==> src/rtl/pmst_pkg.sv <==
// Shared types and constants for the Prim spanning tree unit.
package pmst_pkg;

    // Fixed widths of the port fields.
    localparam int ROW_W     = 4;
    localparam int WEIGHT_W  = 16;
    localparam int VC_W      = 5;
    localparam int TOTAL_W   = 20;

    // Vertex counters hold the vertex count itself, so they need one bit more than an index.
    localparam int CNT_W     = 5;

    // The vertex count in use never exceeds this, whatever the storage size.
    localparam int VTX_LIMIT = 16;

    localparam logic [VC_W-1:0]    VC_RESET  = 5'd16;
    localparam logic [TOTAL_W-1:0] TOTAL_MAX = 20'hFFFFF;

    typedef enum logic [3:0] {
        ST_LOAD,
        ST_INIT,
        ST_SEL,
        ST_TAKE,
        ST_REL_RD,
        ST_REL_UPD,
        ST_EM_CHK,
        ST_EM_ADD,
        ST_SUM
    } state_t;

    typedef struct packed {
        logic wr_en;
        logic rd_en;
    } ram_ctrl_t;

endpackage

==> src/rtl/pmst_matrix_ram.sv <==
// Adjacency matrix store: one write port, one registered read port.
module pmst_matrix_ram
    import pmst_pkg::*;
#(
    parameter int ADDR_W = 8,
    parameter int DATA_W = 16
)
(
    input  logic              clk,
    input  ram_ctrl_t         ctrl,
    input  logic [ADDR_W-1:0] wr_addr,
    input  logic [DATA_W-1:0] wr_data,
    input  logic [ADDR_W-1:0] rd_addr,
    output logic [DATA_W-1:0] rd_data
);

    logic [DATA_W-1:0] mem [2**ADDR_W];
    logic [DATA_W-1:0] rd_data_reg;

    always_ff @(posedge clk)
    begin
        if (ctrl.wr_en)
        begin
            mem[wr_addr] <= wr_data;
        end
    end

    // The read data holds until the next read strobe.
    always_ff @(posedge clk)
    begin
        if (ctrl.rd_en)
        begin
            rd_data_reg <= mem[rd_addr];
        end
    end

    assign rd_data = rd_data_reg;

endmodule

==> config.mk <==
export PLATFORM = sky130hd
export DESIGN_NAME = pmst_matrix_ram
export DESIGN_NICKNAME = d
export VERILOG_FILES = /design/src/rtl/pmst_pkg.sv /design/src/rtl/pmst_matrix_ram.sv
export SDC_FILE = /design/constraint.sdc
export NUM_CORES = 2
export LEC_CHECK = 0
export BUFFER_PORTS_ARGS = -buffer_cell sky130_fd_sc_hd__clkbuf_2
export CORE_MARGIN = 4
export CORE_UTILIZATION = 63
export CTS_BUF_LIST = sky130_fd_sc_hd__clkbuf_16
export DETAILED_ROUTE_END_ITERATION = 7
export GPL_TIMING_DRIVEN = 1
export PLACE_DENSITY_LB_ADDON = 0.3
export SLEW_MARGIN = 5
export SYNTH_ARGS = -nofsm -noshare
export SYNTH_HDL_FRONTEND = slang
export SYNTH_SLANG_ARGS = --single-unit
==> constraint.sdc <==
create_clock -name clk -period 3.4 [get_ports clk]
set_clock_uncertainty 0.2 [all_clocks]
set_input_delay 0 -clock clk [delete_from_list [all_inputs] [get_ports clk]]
set_output_delay 0 -clock clk [all_outputs]
set_load 0.005 [all_outputs]
==> impl_metrics.yaml <==
placement:
  dp_cells: 10938
  place_congestion: 0.920
  placed_area_sq_um: 167000
  portBuffers: 50
  place_ws_ns: -0.545
  dpl.hpwl_um: 243000
detailed_routing:
  routed_wl_um: 431000
  drtIter0Drc: 13738
  detail-route-antenna-nets: 0
  wire_per_inst_um: 36.7
  vias: 83228
  dr.pass1.iters: 6
  drc: 0
  vias_per_cell: 7.09
run_status:
  failed_checks: "negative hold slack"
  status: "finished, violations left"
cells_and_area:
  stdcell_area_sq_um: 181000
  drive_gt1_share_pct: 26.3
  largest_register_ffs: 4096
  fill_cells: 13676
  nets: 8103
  fin_cells: 11745
  area_growth_pct: 13.9
sta:
  holdWs_ns: -0.00627
  fmax_mhz: 301
  setup_tns_ns: 0
  layout_min_cycle_time_ns: 3.32
  rsz0062_at_grt: "false"
  max_slew_margin_pct: 25.4
  slew_violations: 0
  setup_ws_ns: 0.0765
  setup_viol: 0
  tightest_slew_ns: 1.11
  hold_viol: 1
  post-route-period-util_pct: 97.7
grt:
  antenna_found_initial: 30
  overflow: 0
  grt_max_degree: 137
  grt_util_all_layers_pct: 33.4
  grt_pass1_vias: 83021
  grt_first_pass_wirelength_um: 613000
logic_synthesis:
  synth_common_cells: "edfxtp_1 (4112), mux4_2 (797), mux2i_1 (565)"
  synth_cells: 7360
  yosysUniqueCellTypes: 51
  ys_ff_latch: 4112
  syn_nets: 7395
  async_flop_share_pct: 0
  synth_area_per_cell_sq_um: 21.6
  yosysTopAreaCellShare_pct: 77.7
  synth_edf_count: 4112
  synth.most_common_cell: "edfxtp_1"
  yosysSeqAreaShare_pct: 77.7
  netlist_top_cells_area: "edfxtp_1 (78%), mux4_2 (11%), mux2i_1 (3.6%), o221ai_1 (1.4%), nor2_1 (0.72%)"
  syn_area_sq_um: 159000
  synth_flop_cell: "edfxtp_1"
  yosysWarnings: 0
  synth_top_area_cell: "edfxtp_1"
cts:
  cts_tree: "yes"
  ctsRootBufferMaster: "clkbuf_16"
  clk_pin_slew_ns: 0.06
  cts_made_buffers: 407
  cts.sinks: 4112
  cts_setup_buffers: 0
  worstSkewPairLatency_ns: 1.01
  clock_path_buffers: 4
  htreeDepth: 5
floorplan:
  start_util_pct: 63.3
  fp-row-count: 184
  ios: 51
  die_w_um: 510
  dieArea_sq_um: 260000
  core_area_sq_um: 251000
  die_h_um: 510
setup_path:
  crit_type: "flop to flop"
  crit_family: "compound AO/OA/AOI/OAI gates"
  crit_arrival_ns: 3.88
  r2r_slack_ns: 0.08
  required_ns: 3.95
  cp-start-kind: "flop"
  worstPathCellList: "mux4_2, mux2_2, a22oi_1, nand2_1, o32ai_2, buf_4, nor4_1"
  cp_max_fo: 1
  crit_path_end_kind: "flop"
  cpMaxStageDelayCell: "a22oi_1"
  cp.buffers_inverters: 1
  cp_slowest_stage_delay_ns: 0.61
pwr:
  p_total_uw: 106000
  irDropWorstVdd_uv: 630
  p_leak_uw: 0.0585
  power.density_nw_per_um2: 585
job:
  maxCapViolCount: 0
hold_path:
  holdCritPathClass: "input pin to flop"
-- final cells by class --
type	count	area, sq um	area share [%]
Multi-Input combinational cell	2792	32900	18.2
Sequential cell	4112	123000	68.3
Inverter	4	27.5	0.0152
Tap cell	3348	4190	2.32
Clock inverter	310	2720	1.50
Timing Repair Buffer	751	7220	3.99
Clock buffer	412	10300	5.70
Antenna cell	16	40.0	0.0221
-- metrics by stage --
| stage | hold WS (ns) | utilization, % |
|---|---|---|
| 2_1_floorplan | -0.101 | - |
| 3_3_place_gp | 0.276 | 66.5 |
| 3_5_place_dp | 0.289 | 66.5 |
| 4_1_cts | 0.000824 | 72.0 |
| 5_1_grt | 0.0172 | 72.0 |
| 6_report | -0.00627 | 72.0 |
-- worst reg2reg max path, cell delays in order, from the launching register on --
cell	delay, ns
edfxtp_1	0.37
mux4_2	0.47
mux2_2	0.31
a22oi_1	0.61
nand2_1	0.29
o32ai_2	0.62
buf_4	0.21
nor4_1	0.04
-- worst paths after layout --
check,start,to,depth (start not counted)
worst min register to register,mem[208][14]$_DFFE_PP_,rd_data[14]$_DFFE_PP_,6
worst max register to register,mem[2][0]$_DFFE_PP_,rd_data[0]$_DFFE_PP_,7
worst min-delay path,wr_data[1],mem[244][1]$_DFFE_PP_,2
worst max-delay path,mem[2][0]$_DFFE_PP_,rd_data[0]$_DFFE_PP_,7
-- where the power goes --
group,total (uW),internal (uW),leakage [uW],switching [uW]
Combinational,5580,2000,0.0149,3580
Clock,44300,25700,0.00666,18700
Sequential,56000,55900,0.0370,64.2
-- what timing repair did --
action,CTS,global route
endpoints found under the hold margin,7394,0
setup endpoints to repair,3,0
hold buffers,69,0
gates resized for setup,3,0
-- per-layer routing --
metal	up-vias	global-route usage (%)	wire, um
li1	32701	-	-
met1	42718	45.6	145000
met2	6611	51.0	203000
met3	1176	9.17	58200
met4	22	16.1	24900
met5	-	0	148
-- cell usage in the layout (no fill, tap or decap), drive strengths merged, types with 28 or more instances in the layout --
master / instances
o21ai: 38
clkinv: 166
buf: 664
nand3: 35
a22oi: 43
a21oi: 175
dlygate4sd3: 57
edfxtp: 4112
inv: 83
nor3: 92
a221oi: 28
o221ai: 253
nor2: 304
mux2: 88
a22o: 32
mux4: 797
clkbuf: 442
o22ai: 148
nand2: 38
bufinv: 50
mux2i: 565
-- cell families after synthesis --
logic type      count (synthesis)  synth area share (%)
flops                        4112                  77.7
simple gates                  556                  1.57
compound gates                786                  3.53
mux                          1450                  15.5
buf+inv                       456                  1.69
Note: power is estimated with default switching activity, not from simulation.
